<file path="config.mk">
export PLATFORM = sky130hd
export DESIGN_NAME = programmable_interrupt_controller_flat
export DESIGN_NICKNAME = d
export VERILOG_FILES = /design/src/hw/rtl/pic_pkg.sv /design/src/hw/rtl/pic_if.sv /design/src/hw/rtl/pic_lowest.sv /design/src/hw/rtl/programmable_interrupt_controller.sv /design/src/flat_wrapper.sv
export SDC_FILE = /design/constraint.sdc
export NUM_CORES = 1
export LEC_CHECK = 0
export ABC_AREA = 1
export BUFFER_PORTS_ARGS = -buffer_cell sky130_fd_sc_hd__buf_2
export CELL_PAD_IN_SITES_DETAIL_PLACEMENT = 0
export CELL_PAD_IN_SITES_GLOBAL_PLACEMENT = 1
export CORE_MARGIN = 2
export CORE_UTILIZATION = 40
export DETAILED_ROUTE_END_ITERATION = 16
export PLACE_DENSITY = 0.74
export RECOVER_POWER = 25
export SLEW_MARGIN = 5
export SYNTH_ARGS = -nofsm -noshare
export SYNTH_HDL_FRONTEND = slang
export SYNTH_SLANG_ARGS = --single-unit
</file>
<file path="constraint.sdc">
create_clock -name clk -period 4.1 [get_ports clk]
set_input_delay 0.205 -clock clk [delete_from_list [all_inputs] [get_ports clk]]
set_output_delay 0.205 -clock clk [all_outputs]
set_load 0.05 [all_outputs]
</file>
<file path="src/hw/rtl/pic_pkg.sv">
// ----------------------------------------------------------------------------
// pic_pkg
// Types and constants shared by the interrupt controller files.
// ----------------------------------------------------------------------------
`timescale 1ns / 1ps
`default_nettype none

package pic_pkg;

	typedef enum logic [1:0] {
		OP_READ  = 2'd0,
		OP_WRITE = 2'd1,
		OP_RAISE = 2'd2,
		OP_ACK   = 2'd3
	} op_t;

	typedef logic [1:0] op_bits_t;
	typedef logic [7:0] byte_t;
	typedef logic [2:0] line_t;
	typedef logic [2:0] step_t;

	typedef struct packed {
		logic  found;
		line_t idx;
	} grant_t;

	localparam logic  PORT_CMD  = 1'b0;
	localparam logic  PORT_DATA = 1'b1;

	localparam int    ICW1_BIT     = 4;
	localparam int    EOI_BIT      = 5;
	localparam int    OCW3_RD_BIT  = 1;
	localparam int    OCW3_SEL_BIT = 0;
	localparam int    SNGL_BIT     = 1;
	localparam int    AEOI_BIT     = 1;
	localparam byte_t OCW3_MASK    = 8'h98;
	localparam byte_t OCW3_MATCH   = 8'h08;

	localparam step_t STEP_ICW1 = 3'd1;
	localparam step_t STEP_ICW2 = 3'd2;
	localparam step_t STEP_ICW3 = 3'd3;
	localparam step_t STEP_ICW4 = 3'd4;
	localparam step_t STEP_DONE = 3'd5;

endpackage

`default_nettype wire

</file>
<file path="src/hw/rtl/pic_if.sv">
// ----------------------------------------------------------------------------
// pic_req_if / pic_rsp_if
// Valid/ready channels for operation beats and result beats.
// ----------------------------------------------------------------------------
`timescale 1ns / 1ps
`default_nettype none

interface pic_req_if;
	logic                valid;
	logic                ready;
	pic_pkg::op_bits_t   op;
	logic                port_sel;
	pic_pkg::byte_t      data;
	pic_pkg::line_t      irq_line;

	modport source (output valid, output op, output port_sel, output data,
		output irq_line, input ready);
	modport sink (input valid, input op, input port_sel, input data,
		input irq_line, output ready);
endinterface

interface pic_rsp_if;
	logic                valid;
	logic                ready;
	pic_pkg::byte_t      read_data;
	pic_pkg::byte_t      vector;
	logic                vector_valid;

	modport source (output valid, output read_data, output vector,
		output vector_valid, input ready);
	modport sink (input valid, input read_data, input vector,
		input vector_valid, output ready);
endinterface

`default_nettype wire

</file>
<file path="src/hw/rtl/pic_lowest.sv">
// ----------------------------------------------------------------------------
// pic_lowest
// Fixed-priority encoder: finds the lowest set bit of an eight-bit vector.
// ----------------------------------------------------------------------------
`timescale 1ns / 1ps
`default_nettype none

module pic_lowest (
	input  pic_pkg::byte_t  bits,
	output pic_pkg::grant_t grant
);
	import pic_pkg::*;

	always_comb begin
		grant = '0;
		for (int i = 7; i >= 0; i--) begin
			if (bits[i]) begin
				grant.found = 1'b1;
				grant.idx   = line_t'(i);
			end
		end
	end

endmodule

`default_nettype wire

</file>
<file path="src/hw/rtl/programmable_interrupt_controller.sv">
// ----------------------------------------------------------------------------
// programmable_interrupt_controller
// Eight-line interrupt controller: port access, requests and acknowledge.
// ----------------------------------------------------------------------------
// Takes one operation beat per cycle while results are taken, and returns
// exactly one result beat per operation, in order. A beat is captured in
// an input register; then logic (two lowest-bit encoders, the register
// update and the vector add) produces the result register and the new
// controller state, so the sustained rate is one beat per cycle; the
// request side keeps moving while a finished result waits on the response
// side, stalling only when both stages are full.
`timescale 1ns / 1ps
`default_nettype none

module programmable_interrupt_controller (
	input  wire logic  clk,
	input  wire logic  arst_n,
	pic_req_if.sink    req,
	pic_rsp_if.source  rsp
);
	import pic_pkg::*;

	logic   valid_s1;
	op_t    op_s1;
	logic   port_s1;
	byte_t  data_s1;
	line_t  line_s1;
	logic   adv_s1;

	byte_t  mask_q, pend_q, serv_q, icw1_q, base_q, icw4_q;
	step_t  step_q;
	logic   rsel_q;

	byte_t  mask_d, pend_d, serv_d, icw1_d, base_d, icw4_d;
	step_t  step_d, step_eff;
	logic   rsel_d;

	byte_t  rd_d, vec_d;
	logic   vv_d;

	logic   valid_s2;
	byte_t  rd_s2, vec_s2;
	logic   vv_s2;

	byte_t  elig;
	grant_t ack_grant, eoi_grant;

	assign adv_s1    = valid_s1 && (!valid_s2 || rsp.ready);
	assign req.ready = !valid_s1 || adv_s1;

	always_ff @(posedge clk or negedge arst_n) begin
		if (!arst_n) begin
			valid_s1 <= 1'b0;
		end else if (req.ready) begin
			valid_s1 <= req.valid;
		end
	end

	always_ff @(posedge clk) begin
		if (req.valid && req.ready) begin
			op_s1   <= op_t'(req.op);
			port_s1 <= req.port_sel;
			data_s1 <= req.data;
			line_s1 <= req.irq_line;
		end
	end

	assign elig = pend_q & ~mask_q & ~serv_q;

	pic_lowest u_ack (.bits(elig),   .grant(ack_grant));
	pic_lowest u_eoi (.bits(serv_q), .grant(eoi_grant));

	assign step_eff = (step_q == STEP_ICW3 && icw1_q[SNGL_BIT]) ? STEP_ICW4 : step_q;

	always_comb begin
		mask_d = mask_q;
		pend_d = pend_q;
		serv_d = serv_q;
		icw1_d = icw1_q;
		base_d = base_q;
		icw4_d = icw4_q;
		step_d = step_q;
		rsel_d = rsel_q;
		rd_d   = '0;
		vec_d  = '0;
		vv_d   = 1'b0;
		case (op_s1)
			OP_READ: begin
				if (port_s1 == PORT_DATA) begin
					rd_d = mask_q;
				end else begin
					rd_d = rsel_q ? serv_q : pend_q;
				end
			end
			OP_WRITE: begin
				if (port_s1 == PORT_CMD) begin
					if (data_s1[ICW1_BIT]) begin
						mask_d = '0;
						icw1_d = data_s1;
						step_d = STEP_ICW2;
					end else begin
						if ((data_s1 & OCW3_MASK) == OCW3_MATCH && data_s1[OCW3_RD_BIT]) begin
							rsel_d = data_s1[OCW3_SEL_BIT];
						end
						if (data_s1[EOI_BIT] && eoi_grant.found) begin
							serv_d = serv_q & ~(8'b1 << eoi_grant.idx);
						end
					end
				end else if (step_eff < STEP_DONE) begin
					case (step_eff)
						STEP_ICW1: icw1_d = data_s1;
						STEP_ICW2: base_d = data_s1;
						STEP_ICW4: icw4_d = data_s1;
						default: ;
					endcase
					step_d = step_eff + 3'd1;
				end else begin
					mask_d = data_s1;
				end
			end
			OP_RAISE: begin
				pend_d = pend_q | (8'b1 << line_s1);
			end
			OP_ACK: begin
				if (ack_grant.found) begin
					pend_d = pend_q & ~(8'b1 << ack_grant.idx);
					if (!icw4_q[AEOI_BIT]) begin
						serv_d = serv_q | (8'b1 << ack_grant.idx);
					end
					vec_d = base_q + {5'b0, ack_grant.idx};
					vv_d  = 1'b1;
				end
			end
			default: ;
		endcase
	end

	always_ff @(posedge clk or negedge arst_n) begin
		if (!arst_n) begin
			mask_q <= '0;
			pend_q <= '0;
			serv_q <= '0;
			icw1_q <= '0;
			base_q <= '0;
			icw4_q <= '0;
			step_q <= '0;
			rsel_q <= 1'b0;
		end else if (adv_s1) begin
			mask_q <= mask_d;
			pend_q <= pend_d;
			serv_q <= serv_d;
			icw1_q <= icw1_d;
			base_q <= base_d;
			icw4_q <= icw4_d;
			step_q <= step_d;
			rsel_q <= rsel_d;
		end
	end

	// hold the result beat until taken
	always_ff @(posedge clk or negedge arst_n) begin
		if (!arst_n) begin
			valid_s2 <= 1'b0;
		end else if (adv_s1) begin
			valid_s2 <= 1'b1;
		end else if (rsp.ready) begin
			valid_s2 <= 1'b0;
		end
	end

	always_ff @(posedge clk) begin
		if (adv_s1) begin
			rd_s2  <= rd_d;
			vec_s2 <= vec_d;
			vv_s2  <= vv_d;
		end
	end

	assign rsp.valid        = valid_s2;
	assign rsp.read_data    = rd_s2;
	assign rsp.vector       = vec_s2;
	assign rsp.vector_valid = vv_s2;

endmodule

`default_nettype wire

</file>
<file path="src/flat_wrapper.sv">
// flat-port wrapper written by rule: the top's interface ports become plain ports
module programmable_interrupt_controller_flat import pic_pkg::*;
  (clk, arst_n, req_valid, req_op, req_port_sel, req_data, req_irq_line, req_ready, rsp_valid, rsp_read_data, rsp_vector, rsp_vector_valid, rsp_ready);
  pic_req_if req_i ();
  pic_rsp_if rsp_i ();
  input  wire logic clk;
  input  wire logic arst_n;
  input wire logic [$bits(req_i.valid)-1:0] req_valid;
  input wire logic [$bits(req_i.op)-1:0] req_op;
  input wire logic [$bits(req_i.port_sel)-1:0] req_port_sel;
  input wire logic [$bits(req_i.data)-1:0] req_data;
  input wire logic [$bits(req_i.irq_line)-1:0] req_irq_line;
  output wire logic [$bits(req_i.ready)-1:0] req_ready;
  output wire logic [$bits(rsp_i.valid)-1:0] rsp_valid;
  output wire logic [$bits(rsp_i.read_data)-1:0] rsp_read_data;
  output wire logic [$bits(rsp_i.vector)-1:0] rsp_vector;
  output wire logic [$bits(rsp_i.vector_valid)-1:0] rsp_vector_valid;
  input wire logic [$bits(rsp_i.ready)-1:0] rsp_ready;
  assign req_i.valid = req_valid;
  assign req_i.op = req_op;
  assign req_i.port_sel = req_port_sel;
  assign req_i.data = req_data;
  assign req_i.irq_line = req_irq_line;
  assign req_ready = req_i.ready;
  assign rsp_valid = rsp_i.valid;
  assign rsp_read_data = rsp_i.read_data;
  assign rsp_vector = rsp_i.vector;
  assign rsp_vector_valid = rsp_i.vector_valid;
  assign rsp_i.ready = rsp_ready;
  programmable_interrupt_controller u_core (.clk(clk), .arst_n(arst_n), .req(req_i), .rsp(rsp_i));
endmodule
</file>
# ---- Yosys cells after proc, flatten, opt, wreduce, memory -nomap -nowiden
# Cells that the tools add are included.
dict set report totals {
  wordCells 114
  register_bits 73
  inputBits 18
}
dict set report op_classes {
  n_bitwise 12
  addsub 2
  muxes 40
  reduce_logical 23
  n_shift 3
  n_lt_le_gt_ge 1
  eq_ne 16
}
# operator n
set op_table {}
lappend op_table {{two-way mux 8 bit} 11}
lappend op_table {{two-way mux 4 bit} 16}
lappend op_table {{bitwise AND 8 bit} 4}
lappend op_table {{inverter 8 bit} 4}
lappend op_table {{case mux 8 bit (2 select lines)} 2}
lappend op_table {{<< shifter 1 x 3 -> 8 bit, first input constant} 3}
lappend op_table {{AND reduction 5 bit} 4}
lappend op_table {{OR 8 bit} 2}
lappend op_table {{two-way mux 3 bit} 4}
lappend op_table {{!= test 2 bit, second input constant} 6}
lappend op_table {{adder 8 x 3 -> 8 bit} 1}
lappend op_table {{two-way mux 2 bit} 4}
lappend op_table {{AND reduction 4 bit} 2}
lappend op_table {{nonzero test 2 bit} 4}
lappend op_table {{AND reduction 7 bit} 1}
lappend op_table {{== test 3 x 1 -> 1 bit, second input constant} 2}
lappend op_table {{== test 3 x 2 -> 1 bit, second input constant} 2}
lappend op_table {{logical AND 1 bit} 5}
lappend op_table {{== test 2 bit, second input constant} 2}
lappend op_table {{!= test 2 x 1 -> 1 bit, second input constant} 2}
lappend op_table {{adder 3 x 1 -> 3 bit, second input constant} 1}
lappend op_table {{== test 3 bit, second input constant} 1}
lappend op_table {{< comparator 3 bit, second input constant} 1}
lappend op_table {{two-way mux 1 bit} 3}
lappend op_table {{other kinds (7)} 10}

# ---- Longest topological paths before layout
dict set report depth {
  ltp_word 16
  mapped_depth 21
  ltp_nobuf 21
}

# ---- Hierarchy
# A second synthesis with hierarchy kept.
dict set report hier_totals {
  hier_cells 504
  hier_area_um2 3902.5
}
# module cells_per_inst area_each_um2 n_inst
set by_module_without_submodules {}
lappend by_module_without_submodules {programmable_interrupt_controller 460 3704.8 1}
lappend by_module_without_submodules {pic_lowest 22 98.8 2}

# ---- Worst setup path after synthesis
# Ideal clock, no wire load.
dict set report synth_path {
  path_type {reg-to-reg}
  start {reg u_core.mask_q[7]}
  end {reg u_core.vec_s2[4], in the netlist u_core.rsp.vector[4] (data pin)}
  synth_period_minus_slack_ns 2.391
  arrival_time_ns 2.245
  setup_slack_ns 1.709
  path_buffers 0
  required_ns 3.954
  setup_time_ns 0.146
  stages_incl_launch_ff 22
  cell_sequence {dfrtp_1 clkinv_1 nand2_1 nor2_1 nand2_1 nand2_1 nand2_1 nand2_1 nand2_1 nand2_1 nand2_2 inv_2 ha_1 inv_1 fa_1 inv_1 nand2_1 inv_1 or2_2 nand2_1 or2_2 a21oi_1}
}
dict set report synth_via {
  elab_chain_cells 12
  word_cells_on_any_way 13
  classes_between {add/sub (1); mux (8); bitwise (3); reduce/logical (1)}
}
# element line
set synth_rtl {}
lappend synth_rtl {{start, declared} programmable_interrupt_controller.sv:30} ;# byte_t mask_q, pend_q, serv_q, icw1_q, base_q, icw4_q;
lappend synth_rtl {{start signal, assigned} programmable_interrupt_controller.sv:149} ;# mask_q <= mask_d;
lappend synth_rtl {{inverter 8 bit (*)} programmable_interrupt_controller.sv:68} ;# assign elig = pend_q & ~mask_q & ~serv_q;
lappend synth_rtl {{bitwise AND 8 bit (*) (2 in series)} programmable_interrupt_controller.sv:68}
lappend synth_rtl {{two-way mux 4 bit (*) (8 in series)} pic_lowest.sv:17} ;# if (bits[i]) begin
lappend synth_rtl {{adder 8 x 3 -> 8 bit or AND reduction 2 bit (tied branches)} n/a}
lappend synth_rtl {{end signal, assigned} programmable_interrupt_controller.sv:174} ;# vec_s2 <= vec_d;
lappend synth_rtl {{end, declared} programmable_interrupt_controller.sv:42} ;# byte_t rd_s2, vec_s2;
# Mark *: on every way between the ends. The rest lies on a longest branch, timed or not.
# A chain may end at the register's enable or synchronous reset.

# ---- Final worst setup path
# Same ends and word-level chain as after synthesis.

==> flow_summary_export.csv <==
group,metric,value,unit
global_route,antenna_found_initial,0,
synth,synth_flop_cell,"dfrtp_1",
final_layout,synthToLayoutAreaGrowth,15.47,%
synth,synth-seq-cells,71,
power_and_ir_drop,vdd_ir_drop_max,0.0002460,V
global_route,grt_usage,17.83,%
die,dieArea,0.009643,mm2
setup_path,rr_worst_depth,21,
place,dp_cells,532,
place,gp_congestion,0.9112,
global_route,grt_overflow,0,
final_layout,stdcell_area,0.004099,mm2
synth,synth_area_leader_cell,"dfrtp_1",
synth,synth_cell_types,36,
setup_path,arrival,2850,ps
status,failed_checks,"max-capacitance violations, max-slew violations",
setup_path,endpoint_kind,"register",
clocking,cts-hold-fix-buffers,0,
place,dp.final_hpwl,6293,um
synth,syn_inst,394,
clocking,clockBufferDepth,2,
route,vias_per_cell,5.078,
synth,yosys.area.top_type_share,28.20,%
die,start_util,40.90,%
final_layout,nFillCells,836,
final_layout,instances_no_fill,548,
sta,drv_slew,41,
sta,holdWs,31.25,ps
setup_path,cp.required,4300,ps
synth,synth_edf_count,31,
sta,setup_violations,0,
global_route,first_global_vias,2710,
final_layout,nNetsFinal,461,
sta,fin_crit_sh,64.64,%
setup_path,cp_max_fo,9,
route,vias,2783,
route,wl_per_cell,14.61,um
synth,yosysWarnings,0,
synth,synth_nets,420,
synth,yosysSeqAreaShare,54.42,%
sta,slew_headroom,-45.68,%
sta,finalClockSkew,10.30,ps
route,finalWirelength,8005,um
sta,fmax,377.3,MHz
setup_path,critical_path_class,"reg2reg",
sta,rsz0062_at_grt,"false",
clocking,cts_tree,"built",
synth,synth-async-reset-ratio,56.34,%
final_layout,insertedDiodeCount,0,
synth,avgSynthCellArea,9.009,um2
global_route,grt_pass1_wl,13450,um
die,die_h,98.20,um
die,fp.coreArea,0.008678,mm2
clocking,cts_sinks,71,
synth,syn_area,0.003550,mm2
global_route,grt_max_degree,41,
sta,finalHoldViolCount,0,
clocking,cts_buffers,9,
route,ant_nets,0,
clocking,clk_latency,340,ps
place,io_buffer_count,36,
synth,synth.most_common_cell,"inv_1",
final_layout,seq_area,0.001932,mm2
clocking,clk_pin_slew,80,ps
sta,post-route-min-period,2650,ps
synth,netlist_top_cells_area,"dfrtp_1, edfxtp_1, inv_1",
power_and_ir_drop,p_leak,1.976,nW
final_layout,multi_input_area,0.001296,mm2
place,placed_cell_area,0.003840,mm2
job,max_cap_viol_count,1,
sta,worst_pin_slew,2185,ps
setup_path,crit_path_start_kind,"register",
die,boundaryPins,37,
worst_hold_path,min_path_cells,1,
status,status,"finished with violations",
final_layout,drive_above_1_share,18.64,%
route,drt_iter0_drc,130,
power_and_ir_drop,p_per_area,750.6,mW/mm2
route,drc_errors,0,
clocking,htree_levels,3,
die,dieWidth,98.20,um
clocking,postCtsResizedCells,0,
clocking,post-cts-setup-buffers,0,
synth,ys_top_cells_by_count,"inv_1, nand2_1, dfrtp_1",
sta,setup_tns,0,ps
clocking,cts_root_buf,"clkbuf_8",
die,rows,34,
worst_hold_path,hold_class,"in2reg",
route,drt_pass1_iterations,4,
-- power breakdown --
| group | total [W] | internal (W) | switching (W) |
|---|---|---|---|
| sequential | 0.00111 | 0.000962 | 0.000151 |
| clock | 0.000730 | 0.000465 | 0.000265 |
| combinational | 0.00123 | 0.000381 | 0.000853 |
| total | 0.00308 | 0.00181 | 0.00127 |
-- flip-flops by register name (all words and copies together), names as in the netlist, 2 cells and up --
register,flops
u_core.base_q,8
u_core.data_s1,8
u_core.line_s1,3
u_core.mask_q,8
u_core.op_s1,2
u_core.pend_q,8
u_core.rsp.read_data,8
u_core.rsp.vector,8
u_core.serv_q,8
u_core.step_q,3
-- area by class of cell --
class | count | area share [%]
clock inverters | 6 | 3.236
well taps | 108 | 3.297
multi-input cells | 238 | 31.62
clock buffers | 10 | 3.114
inverters | 79 | 7.234
repair buffers | 36 | 4.365
flip-flops and latches | 71 | 47.13
-- cells in the final DEF (no fill, tap or decap), types with 4 or more instances in the layout --
cell type and n:
ha_1 7, clkbuf_8 9, o21ai_0 26, edfxtp_1 31, o22ai_1 10, buf_2 35
inv_2 8, nand2_2 5, bufinv_16 4, nor2_1 28, nand2_1 56, dfrtp_1 40
a21oi_1 23, or2_2 4, a41oi_1 4, o21ai_1 19, nor3_1 6, nand3_1 22
inv_1 70
-- layer usage --
layer	track usage, %	share of wire [%]	up-vias
met5	0	0	-
met4	5.796	2.1	0
met3	4.510	7.5	15
met2	28.66	46	92
met1	23.81	45	1293
li1	-	-	1383
-- cell families after synthesis --
| kind of cell | synth area share (%) |
|---|---|
| simple gates | 18.40 |
| compound gates | 14.31 |
| buf+inv | 9.059 |
| flops | 54.42 |
| fa+ha+maj | 3.031 |
| xor+xnor | 0.4936 |
| mux | 0.2820 |
-- through the flow --
stage	power [W]	util [%]	setup slack (ps)
detailed placement	0.002360	44.25	1466
global route	0.003308	47.23	1149
floorplan	0.002039	-	1709
CTS	0.003097	47.25	1437
global placement	0.002337	44.25	1568
finish	0.003077	47.23	1450
-- worst max-delay path: stages, from the launching register on --
cell	delay, ps
dfrtp_1	370
clkinv_1	60
nand2_1	70
nor2_1	100
nand2_1	60
nand2_1	60
nand2_1	40
nand2_1	60
nand2_1	50
nand2_1	70
nand2_2	120
inv_2	90
ha_1	160
inv_1	60
fa_1	390
inv_1	80
nand2_1	50
inv_1	60
or2_2	110
nand2_1	60
or2_2	270
a21oi_1	120
-- worst paths after layout --
| kind | startpoint | end | slack, ps |
|---|---|---|---|
| hold reg to reg | u_core.icw4_q[1] | u_core.icw4_q[1] | 490 |
| setup / recovery | u_core.mask_q[7] | u_core.rsp.vector[4] | 1450 |
| min in group asynchronous | arst_n | u_core.step_q[1] | 500 |
| max in group asynchronous | arst_n | u_core.mask_q[6] | 2350 |
| hold / removal | req_data[5] | u_core.data_s1[5] | 30 |
| setup reg to reg | u_core.mask_q[7] | u_core.rsp.vector[4] | 1450 |
Note: power is estimated with default switching activity, not from simulation.
